**src/rtl/core/lcdw_pkg.sv**
```systemverilog
// Shared types and constants of the character LCD parallel write controller.
`timescale 1ns / 1ps
`default_nettype none

package lcdw_pkg;

    // Delay register width and its reset value (ticks per one-millisecond step)
    localparam int unsigned DELAY_W = 20;
    localparam logic [DELAY_W-1:0] DELAY_RESET = 20'd50000;

    // Stream payload widths
    localparam int unsigned IN_DATA_W  = 16;
    localparam int unsigned IN_USER_W  = 2;
    localparam int unsigned OUT_DATA_W = 16;

    // Pin timing phases
    typedef enum logic [2:0] {
        PH_IDLE,
        PH_POLL_EN,
        PH_POLL_GAP,
        PH_SETUP,
        PH_STROBE
    } t_phase;

    // One decoded item, as queued between front and back
    typedef struct packed {
        logic       req;        // start a write request
        logic [7:0] data_byte;
        logic       is_char;
        logic       d7_level;
    } t_item;

    // Pin levels after one tick
    typedef struct packed {
        logic       en_pin;
        logic       rw_pin;
        logic       rs_pin;
        logic       d7_drive;
        logic [7:0] bus_data;
    } t_pins;

    // Pin levels after reset: all low, D7 driven
    localparam t_pins PINS_RESET = '{
        en_pin: 1'b0, rw_pin: 1'b0, rs_pin: 1'b0, d7_drive: 1'b1, bus_data: 8'h00
    };

endpackage

`default_nettype wire

```
**src/rtl/core/char_lcd_parallel_write_controller.sv**
```systemverilog
// Top level of the character LCD parallel write controller.
//
//  Channel  | Direction | Payload
//  ---------+-----------+-----------------------------------------------------
//  s_axis   | in        | tuser: cmd, is_char; tdata: data_byte, d7_level
//  m_axis   | out       | tdata: bus_data, d7_drive, rs_pin, rw_pin, en_pin, ready_res
//  cfg      | in        | delay_ticks, written whenever i_cfg_we is high
//
// One item in and one result out per cycle while m_axis_tready stays high; a taken
// item is written into the two-entry queue, and the engine then steps on it and
// loads its result into the output register, from which it can be taken.
// Reset sets the delay to 50000 ticks, the phase to idle and the pins low with
// D7 driven. A stall on the output side fills the queue, and tready drops only
// once both queue entries are held.
`timescale 1ns / 1ps
`default_nettype none

module char_lcd_parallel_write_controller
    import lcdw_pkg::*;
(
    input  wire logic                  i_clk,
    input  wire logic                  i_rst_n,
    // Delay register
    input  wire logic                  i_cfg_we,
    input  wire logic [DELAY_W-1:0]    i_cfg_wdata,
    // Input stream
    input  wire logic                  s_axis_tvalid,
    output logic                       s_axis_tready,
    input  wire logic [IN_DATA_W-1:0]  s_axis_tdata,  // [7:0] data_byte, [8] d7_level
    input  wire logic [IN_USER_W-1:0]  s_axis_tuser,  // [0] cmd, [1] is_char
    // Output stream
    output logic                       m_axis_tvalid,
    input  wire logic                  m_axis_tready,
    // [7:0] bus_data, [8] d7_drive, [9] rs_pin, [10] rw_pin, [11] en_pin, [12] ready_res
    output logic [OUT_DATA_W-1:0]      m_axis_tdata
);

    logic  item_valid;
    logic  item_pop;
    t_item item;

    // Accept and queue items
    lcdw_front u_front (
        .i_clk         (i_clk),
        .i_rst_n       (i_rst_n),
        .s_axis_tvalid (s_axis_tvalid),
        .s_axis_tready (s_axis_tready),
        .s_axis_tdata  (s_axis_tdata),
        .s_axis_tuser  (s_axis_tuser),
        .o_item_valid  (item_valid),
        .o_item        (item),
        .i_item_pop    (item_pop)
    );

    // Run the pin timing
    lcdw_engine u_engine (
        .i_clk         (i_clk),
        .i_rst_n       (i_rst_n),
        .i_cfg_we      (i_cfg_we),
        .i_cfg_wdata   (i_cfg_wdata),
        .i_item_valid  (item_valid),
        .i_item        (item),
        .o_item_pop    (item_pop),
        .m_axis_tvalid (m_axis_tvalid),
        .m_axis_tready (m_axis_tready),
        .m_axis_tdata  (m_axis_tdata)
    );

endmodule

`default_nettype wire

```
**src/rtl/core/lcdw_front.sv**
```systemverilog
// Front part: accepts input items, decodes them and queues them for the engine.
`timescale 1ns / 1ps
`default_nettype none

module lcdw_front
    import lcdw_pkg::*;
(
    input  wire logic                 i_clk,
    input  wire logic                 i_rst_n,
    // Input stream
    input  wire logic                 s_axis_tvalid,
    output logic                      s_axis_tready,
    input  wire logic [IN_DATA_W-1:0] s_axis_tdata,  // [7:0] data_byte, [8] d7_level
    input  wire logic [IN_USER_W-1:0] s_axis_tuser,  // [0] cmd, [1] is_char
    // Queue read side
    output logic                      o_item_valid,
    output t_item                     o_item,
    input  wire logic                 i_item_pop
);

    t_item      r_slot [2];
    logic       r_wr_ptr;
    logic       r_rd_ptr;
    logic [1:0] r_count;
    logic [1:0] n_count;
    logic       push;
    logic       pop;
    t_item      item_in;

    // Decode the incoming item
    always_comb begin
        item_in.req       = s_axis_tuser[0];
        item_in.is_char   = s_axis_tuser[1];
        item_in.data_byte = s_axis_tdata[7:0];
        item_in.d7_level  = s_axis_tdata[8];
    end

    assign s_axis_tready = (r_count != 2'd2);
    assign push          = s_axis_tvalid && s_axis_tready;
    assign o_item_valid  = (r_count != 2'd0);
    assign pop           = i_item_pop && o_item_valid;
    assign o_item        = r_slot[r_rd_ptr];

    // Track the fill level
    always_comb begin
        n_count = r_count;
        if (push && !pop) begin
            n_count = r_count + 2'd1;
        end else if (pop && !push) begin
            n_count = r_count - 2'd1;
        end
    end

    // Advance pointers and count
    always_ff @(posedge i_clk) begin
        if (!i_rst_n) begin
            r_wr_ptr <= 1'b0;
            r_rd_ptr <= 1'b0;
            r_count  <= 2'd0;
        end else begin
            r_count <= n_count;
            if (push) begin
                r_wr_ptr <= ~r_wr_ptr;
            end
            if (pop) begin
                r_rd_ptr <= ~r_rd_ptr;
            end
        end
    end

    // Store the item
    always_ff @(posedge i_clk) begin
        if (push) begin
            r_slot[r_wr_ptr] <= item_in;
        end
    end

endmodule

`default_nettype wire

```
**src/rtl/core/lcdw_engine.sv**
```systemverilog
// Back part: pin timing state machine, one queued item per tick, with output register.
`timescale 1ns / 1ps
`default_nettype none

module lcdw_engine
    import lcdw_pkg::*;
(
    input  wire logic                  i_clk,
    input  wire logic                  i_rst_n,
    // Delay register write
    input  wire logic                  i_cfg_we,
    input  wire logic [DELAY_W-1:0]    i_cfg_wdata,
    // Queue read side
    input  wire logic                  i_item_valid,
    input  wire t_item                 i_item,
    output logic                       o_item_pop,
    // Output stream
    output logic                       m_axis_tvalid,
    input  wire logic                  m_axis_tready,
    output logic [OUT_DATA_W-1:0]      m_axis_tdata
);

    logic [DELAY_W-1:0]    r_delay;
    t_phase                r_phase;
    t_phase                n_phase;
    logic [DELAY_W-1:0]    r_wait;
    logic [DELAY_W-1:0]    n_wait;
    logic [7:0]            r_held_byte;
    logic [7:0]            n_held_byte;
    logic                  r_held_is_char;
    logic                  n_held_is_char;
    logic                  r_busy_seen;
    logic                  n_busy_seen;
    t_pins                 r_pins;
    t_pins                 n_pins;
    logic                  r_out_valid;
    logic [OUT_DATA_W-1:0] r_out_data;
    logic [DELAY_W-1:0]    limit;
    logic [DELAY_W-1:0]    wait_inc;
    logic                  active;
    logic                  done;
    logic                  step;

    // Take an item when the output slot is free or being emptied
    assign step       = i_item_valid && (!r_out_valid || m_axis_tready);
    assign o_item_pop = step;

    // Delay step end: a zero delay acts as one tick
    assign limit    = (r_delay == '0) ? DELAY_W'(1) : r_delay;
    assign active   = (r_phase != PH_IDLE);
    assign wait_inc = r_wait + DELAY_W'(1);
    assign done     = active && (wait_inc >= limit);

    // Next state and pin levels for one tick
    always_comb begin
        n_phase        = r_phase;
        n_wait         = active ? wait_inc : r_wait;
        n_held_byte    = r_held_byte;
        n_held_is_char = r_held_is_char;
        n_busy_seen    = r_busy_seen;
        n_pins         = r_pins;
        unique case (r_phase)
            PH_IDLE: begin
                if (i_item.req) begin
                    n_held_byte     = i_item.data_byte;
                    n_held_is_char  = i_item.is_char;
                    n_pins.bus_data = r_pins.bus_data | 8'h80;
                    n_pins.rs_pin   = 1'b0;
                    n_pins.rw_pin   = 1'b1;
                    n_pins.d7_drive = 1'b0;
                    n_pins.en_pin   = 1'b1;
                    n_phase         = PH_POLL_EN;
                    n_wait          = '0;
                end
            end
            PH_POLL_EN: begin
                if (done) begin
                    n_busy_seen   = i_item.d7_level;
                    n_pins.en_pin = 1'b0;
                    n_phase       = PH_POLL_GAP;
                    n_wait        = '0;
                end
            end
            PH_POLL_GAP: begin
                if (done) begin
                    if (r_busy_seen) begin
                        n_pins.en_pin = 1'b1;
                        n_phase       = PH_POLL_EN;
                    end else begin
                        n_pins.d7_drive = 1'b1;
                        n_pins.rs_pin   = r_held_is_char;
                        n_pins.rw_pin   = 1'b0;
                        n_phase         = PH_SETUP;
                    end
                    n_wait = '0;
                end
            end
            PH_SETUP: begin
                if (done) begin
                    n_pins.bus_data = r_held_byte;
                    n_pins.en_pin   = 1'b1;
                    n_phase         = PH_STROBE;
                    n_wait          = '0;
                end
            end
            PH_STROBE: begin
                if (done) begin
                    n_pins.en_pin = 1'b0;
                    n_phase       = PH_IDLE;
                    n_wait        = '0;
                end
            end
            default: begin
                n_phase = PH_IDLE;
            end
        endcase
    end

    // Hold the delay register
    always_ff @(posedge i_clk) begin
        if (!i_rst_n) begin
            r_delay <= DELAY_RESET;
        end else if (i_cfg_we) begin
            r_delay <= i_cfg_wdata;
        end
    end

    // Advance the state machine one tick per item
    always_ff @(posedge i_clk) begin
        if (!i_rst_n) begin
            r_phase        <= PH_IDLE;
            r_wait         <= '0;
            r_held_byte    <= 8'h00;
            r_held_is_char <= 1'b0;
            r_busy_seen    <= 1'b0;
            r_pins         <= PINS_RESET;
        end else if (step) begin
            r_phase        <= n_phase;
            r_wait         <= n_wait;
            r_held_byte    <= n_held_byte;
            r_held_is_char <= n_held_is_char;
            r_busy_seen    <= n_busy_seen;
            r_pins         <= n_pins;
        end
    end

    // Output register valid
    always_ff @(posedge i_clk) begin
        if (!i_rst_n) begin
            r_out_valid <= 1'b0;
        end else if (step) begin
            r_out_valid <= 1'b1;
        end else if (m_axis_tready) begin
            r_out_valid <= 1'b0;
        end
    end

    // Load the result: pins, then the idle flag, zero padded
    always_ff @(posedge i_clk) begin
        if (step) begin
            r_out_data <= {3'b000, (n_phase == PH_IDLE), n_pins};
        end
    end

    assign m_axis_tvalid = r_out_valid;
    assign m_axis_tdata  = r_out_data;

endmodule

`default_nettype wire

```
**config.mk**
```make
export PLATFORM = sky130hd
export DESIGN_NAME = char_lcd_parallel_write_controller
export DESIGN_NICKNAME = d
export VERILOG_FILES = /design/src/rtl/core/lcdw_pkg.sv /design/src/rtl/core/char_lcd_parallel_write_controller.sv /design/src/rtl/core/lcdw_front.sv /design/src/rtl/core/lcdw_engine.sv
export SDC_FILE = /design/constraint.sdc
export NUM_CORES = 1
export LEC_CHECK = 0
export BUFFER_PORTS_ARGS = -buffer_cell sky130_fd_sc_hd__buf_2
export CAP_MARGIN = 20
export CORE_ASPECT_RATIO = 1.75
export CORE_UTILIZATION = 53
export DETAILED_ROUTE_END_ITERATION = 8
export HOLD_SLACK_MARGIN = 0.03
export PLACE_DENSITY_LB_ADDON = 0.12
export SYNTH_ARGS = -nofsm -noshare
export SYNTH_HDL_FRONTEND = slang
export SYNTH_SLANG_ARGS = --single-unit
```
**constraint.sdc**
```tcl
create_clock -name i_clk -period 3.76 [get_ports i_clk]
set_input_delay 0.94 -clock i_clk [delete_from_list [all_inputs] [get_ports i_clk]]
set_output_delay 0.94 -clock i_clk [all_outputs]
set_load 0.01 [all_outputs]
```
# After elaboration in Yosys (flattened, before gate mapping)
# Memory sizes are Yosys's and may differ from the RTL's. A register that Yosys moved wholly into a read port is not among the register bits.
# Index checks and enable logic that the tools add are counted.
[word_totals] mem_bits_rw=22 regBits=83 inputBits=43 n_memories=1 word_cells=79 latch_bits=0 romBits=0
[mem_list] name="u_front.r_slot" words=2 word_bits=11 read_ports=1 rd_ports_with_merged_regs=1 write_ports=1 line="lcdw_front.sv:21" rtl="t_item r_slot [2];"
[classes] addsub=3 muxes=30 bitwise=2 eq_ne=5 order_cmp=1 mul=0 n_div=0 n_reduce_logical=21 n_shift=0
[ops] cell="20-bit 2-to-1 mux" count=4
[ops] cell="20-bit case mux with 2 select lines" count=1
[ops] cell="20-bit by 1-bit adder with 20-bit output, second input constant" count=1
[ops] cell="20-bit greater-or-equal comparator" count=1
[ops] cell="20-bit logical NOT" count=1
[ops] cell="3-bit 2-to-1 mux" count=6
[ops] cell="8-bit case mux with 2 select lines" count=1
[ops] cell="3-bit case mux with 5 select lines" count=1
[ops] cell="12-bit 2-to-1 mux" count=1
[ops] cell="1-bit 2-to-1 mux" count=9
[ops] cell="8-bit 2-to-1 mux" count=1
[ops] cell="3-bit by 2-bit equality test with 1-bit output, second input constant" count=2
[ops] cell="1-bit logical AND" count=6
[ops] cell="3-bit logical NOT" count=2
[ops] cell="2-bit 2-to-1 mux" count=3
[ops] cell="3-bit case mux with 2 select lines" count=1
[ops] cell="3-bit AND reduction" count=2
[ops] cell="2-bit nonzero test" count=3
[ops] cell="4-bit 2-to-1 mux" count=1
[ops] cell="1-bit case mux with 4 select lines" count=1
[ops] cell="4-bit OR reduction" count=1
[ops] cell="3-bit by 1-bit equality test with 1-bit output, second input constant" count=1
[ops] cell="3-bit equality test, second input constant" count=1
[ops] cell="1-bit logical NOT" count=3
[ops] cell="other kinds (7)" count=8

# Longest topological paths before layout
[logic_depth] ltp_word=7 mapped_depth=15 depth_no_buf=14

# Cells and area by module
# From an unflattened synthesis, not the netlist that was laid out.
[hier_totals] hier_cells=532 hier_area_um2=5111.2
[modules_own_cells] module="lcdw_engine" seq_area_each_um2=1711.6 n_inst=1 cells_each=474 area_each_um2=4078.9
[modules_own_cells] module="lcdw_front" seq_area_each_um2=760.7 n_inst=1 cells_each=58 area_each_um2=1032.2

# Least setup slack after synthesis
# No wires, ideal clock.
[synth_path] kind="flip-flop to flip-flop" start="register u_engine.r_wait[0]" end="register u_engine.r_wait[15]" required_ps=3689 path_stages_with_launch=14 path_slack_ps=85 path_buffers=0 t_arrival_ps=3604 cell_sequence="dfxtp_1 -> ha_1 -> and3_1 -> nand3_1 -> nor4_1 -> and3_1 -> xnor2_1 -> ha_1 -> and4_1 -> a221oi_4 -> o211ai_4 -> maj3_2 -> or4_1 -> a21oi_1"
[synth_via] elab_chain_len=5 word_cells_on_any_way=7 classes_between="1 x add/sub; 1 x order compare; 4 x mux; 1 x reduce/logical"
[synth_rtl] element="start: declaration" line="lcdw_engine.sv:26" rtl="logic [DELAY_W-1:0] r_wait;"
[synth_rtl] element="start signal: assignment" line="lcdw_engine.sv:139" rtl="r_wait <= n_wait;"
[synth_rtl] element="20-bit by 1-bit adder with 20-bit output *" line="lcdw_engine.sv:51" rtl="assign wait_inc = r_wait + DELAY_W'(1);"
[synth_rtl] element="20-bit greater-or-equal comparator" line="lcdw_engine.sv:52" rtl="assign done = active && (wait_inc >= limit);"
[synth_rtl] element="1-bit logical AND" line="lcdw_engine.sv:52"
[synth_rtl] element="20-bit 2-to-1 mux"
[synth_rtl] element="20-bit case mux with 2 select lines *" line="lcdw_engine.sv:62" rtl="unique case (r_phase)"
# Mark *: on every way between the ends. The rest lies on a longest branch, timed or not.
# A chain may end at the register's enable or synchronous reset.

# Final worst setup path
[layout_path] start="register u_engine.r_wait[0]" end="register u_engine.r_wait[12]"
# Same word-level chain as after synthesis.

==> impl_metrics.json <==
{
  "run_status": "complete, no violations",
  "dieWidth_um": 76.3,
  "fin_area_um2": 6090,
  "cts_tree": "built",
  "dp_slack_ps": -26.8,
  "antenna_cells": 0,
  "layout-drive-gt1-share_pct": 23.1,
  "leakage_nw": 2.55,
  "ir_drop_uv": 368,
  "power_mw": 3.28,
  "finalCritPeriodShare_pct": 96.9,
  "synth.ff_latch_count": 106,
  "area_growth_pct": 18.8,
  "netlist_area_um2": 5130,
  "synth_area_per_cell_um2": 9.80,
  "cts.sinks": 106,
  "crit_type": "register to register",
  "timing.rr.end": "u_engine.r_wait[12]$_SDFFE_PN0P_",
  "tightest_slew_ps": 916,
  "cp_max_fo": 9,
  "drc": 0,
  "wl_per_cell_um": 15.2,
  "cp_data_arrival_time_ps": 3880,
  "die_area_um2": 10100,
  "clkSlewWorstSetupHoldPaths_ps": 80,
  "netlist.area_leader.share_pct": 27.7,
  "vias": 3970,
  "initialDrtViolationCount": 170,
  "ant_nets": 0,
  "nets": 658,
  "synth_most_common_cell": "dfxtp_1",
  "hold_depth": 2,
  "clockBufferDepth": 2,
  "maxCapViolations": 0,
  "yosysTopAreaCell": "dfxtp_1",
  "ff2ff_path_depth": 12,
  "startpoint_type": "register",
  "cts-root-buf": "clkbuf_16",
  "period_needed_ps": 3640,
  "h-tree-depth": 3,
  "netlist_top_cells_area": "dfxtp_1 28%, edfxtp_1 21%, mux2i_1 6.4%",
  "track_usage_pct": 22.7,
  "synth_flop_cell": "dfxtp_1",
  "synth_cells": 523,
  "cp.required_ps": 4000,
  "setup_slack_ps": 117,
  "initial_core_util_pct": 54.5,
  "die_h_um": 132,
  "grt_max_degree": 63,
  "coreArea_um2": 9410,
  "post-dp-hpwl_um": 7880,
  "synth_common_cells": "71 x dfxtp_1, 67 x nor2_1, 48 x nand2_1",
  "yosysWarningCount": 0,
  "wirelength_um": 11000,
  "holdBufCountCts": 0,
  "yosysSeqAreaShare_pct": 48.2,
  "r2r_start": "u_engine.r_wait[0]$_SDFFE_PN0P_",
  "grt_pass1_wl_um": 17700,
  "clock_skew_ps": 10.3,
  "synth_cell_types": 59,
  "io_pins": 61,
  "drt_pre_antenna_iters": 4,
  "dpl_cell_area_um2": 5620,
  "power_density_nw_per_um2": 538,
  "numPortBuffers": 50,
  "grt_overflow": 0,
  "synth_edf_count": 35,
  "hp-class": "register to register",
  "hold_end": "u_engine.r_pins[9]$_SDFFE_PN0P_",
  "final_hold_viol_count": 0,
  "slew_viol_final": 0,
  "cts_made_buffers": 9,
  "grt_antenna_before_repair": 0,
  "gp_congestion": 0.888,
  "min_from": "u_engine.r_pins[9]$_SDFFE_PN0P_",
  "end_kind": "register",
  "via_per_inst": 5.51,
  "async_reset_ff_share_pct": 0,
  "setup_viol": 0,
  "grt_pass1_vias": 3886,
  "slew_headroom_pct": 38.7,
  "clk_latency_ps": 360,
  "timing.fmax_ghz": 0.274,
  "rows": 47,
  "r2r_slack_ps": 120
}
## flip-flops by register name, summed over array words and instances (netlist names), named ones only
| signal | flops |
|---|---|
| u_engine.r_held_byte | 8 |
| u_engine.r_busy_seen | 1 |
| u_front.r_count | 2 |
| u_front.r_wr_ptr | 1 |
| u_engine.r_phase | 3 |
| u_front.r_rd_ptr | 1 |
| u_engine.m_axis_tvalid | 1 |
| u_engine.r_delay | 20 |
| u_front.r_slot | 22 |
| u_engine.m_axis_tdata | 13 |
| u_engine.r_held_is_char | 1 |
| u_engine.r_pins | 12 |
| u_engine.r_wait | 20 |
## worst max-delay path, stage by stage (launching register included)
cell	delay (ps)
dfxtp_4	370
and4_4	240
nand2_1	80
or3_4	430
or3_4	360
xnor2_2	150
ha_1	310
and4_4	260
nand3_1	130
o211a_1	280
maj3_1	520
a32oi_1	310
nor2_1	70
## how the worst max path moves through the flow
stage	start	to	slack, ps	depth (start not counted)
CTS	u_engine.r_wait[1]$_SDFFE_PN0P_	u_engine.r_wait[15]$_SDFFE_PN0P_	10	12
floorplan	u_engine.r_wait[0]$_SDFFE_PN0P_	u_engine.r_wait[15]$_SDFFE_PN0P_	90	13
finish	u_engine.r_wait[0]$_SDFFE_PN0P_	u_engine.r_wait[12]$_SDFFE_PN0P_	120	12
global route	u_engine.r_wait[0]$_SDFFE_PN0P_	u_engine.r_wait[15]$_SDFFE_PN0P_	-30	14
global placement	u_engine.r_wait[0]$_SDFFE_PN0P_	u_engine.m_axis_tdata[5]$_DFFE_PP_	10	11
detailed placement	u_engine.r_wait[0]$_SDFFE_PN0P_	u_engine.r_wait[12]$_SDFFE_PN0P_	-30	12
## area by class of cell
cell class | instances | area [µm²]
clock buffer | 9 | 225
multi-input combinational | 366 | 2530
sequential | 106 | 2480
tap | 122 | 153
clock inverter | 7 | 86.3
inverter | 28 | 105
fill | 791 | 3320
timing repair buffer | 82 | 515
## report_power, final
| part | internal, mW | switching, mW | total, mW |
|---|---|---|---|
| clock network | 0.474 | 0.462 | 0.936 |
| registers | 1.42 | 0.125 | 1.54 |
| logic | 0.312 | 0.492 | 0.803 |
## timing repair
item / 4_1_cts / 5_1_grt
setup buffers: 2 / 5
pin swaps: 2 / 7
resized for setup: 7 / 14
setup endpoints to repair: 26 / 33
## routing by layer
metal,wire (µm),track usage [%],vias to the layer above
li1,-,-,1994
met1,4110,22.2,1880
met2,6090,44.3,70
met3,287,4.22,26
met4,476,10.9,0
met5,0,0,-
## kinds of logic (layout without fill, tap and decap cells)
family	after synthesis	count (layout)	synth area share [%]
simple gates	182	182	16.4
flops	106	106	48.2
compound gates	85	85	11.8
buf+inv	53	126	4.17
mux	41	41	8.20
xor+xnor	31	31	5.30
fa+ha+maj	24	24	5.78
other cells	1	3	0.0732
## per-stage QoR
| stage | hold WS [ps] | util (%) | setup TNS [ps] | instances |
|---|---|---|---|---|
| after detailed placement | 466 | 59.7 | -179 | 696 |
| after global placement | 460 | 59.7 | 0 | 696 |
| after floorplan | 449 | - | 0 | 525 |
| final | 474 | 64.7 | 0 | 720 |
| after global routing | 515 | 64.7 | -25.7 | 720 |
| after CTS | 474 | 63.5 | 0 | 714 |
## cell usage in the layout (no fill, tap or decap), drive strengths merged, types with 9 or more instances in the layout
master  count
nand3      13
a21oi      23
nand2      48
mux2i      33
o21ai      18
nor2       68
ha         22
buf        82
nor3       13
xor2       15
edfxtp     35
dfxtp      71
a211oi     11
xnor2      16
clkbuf      9
inv        28
(Power assumes the default switching activity.)
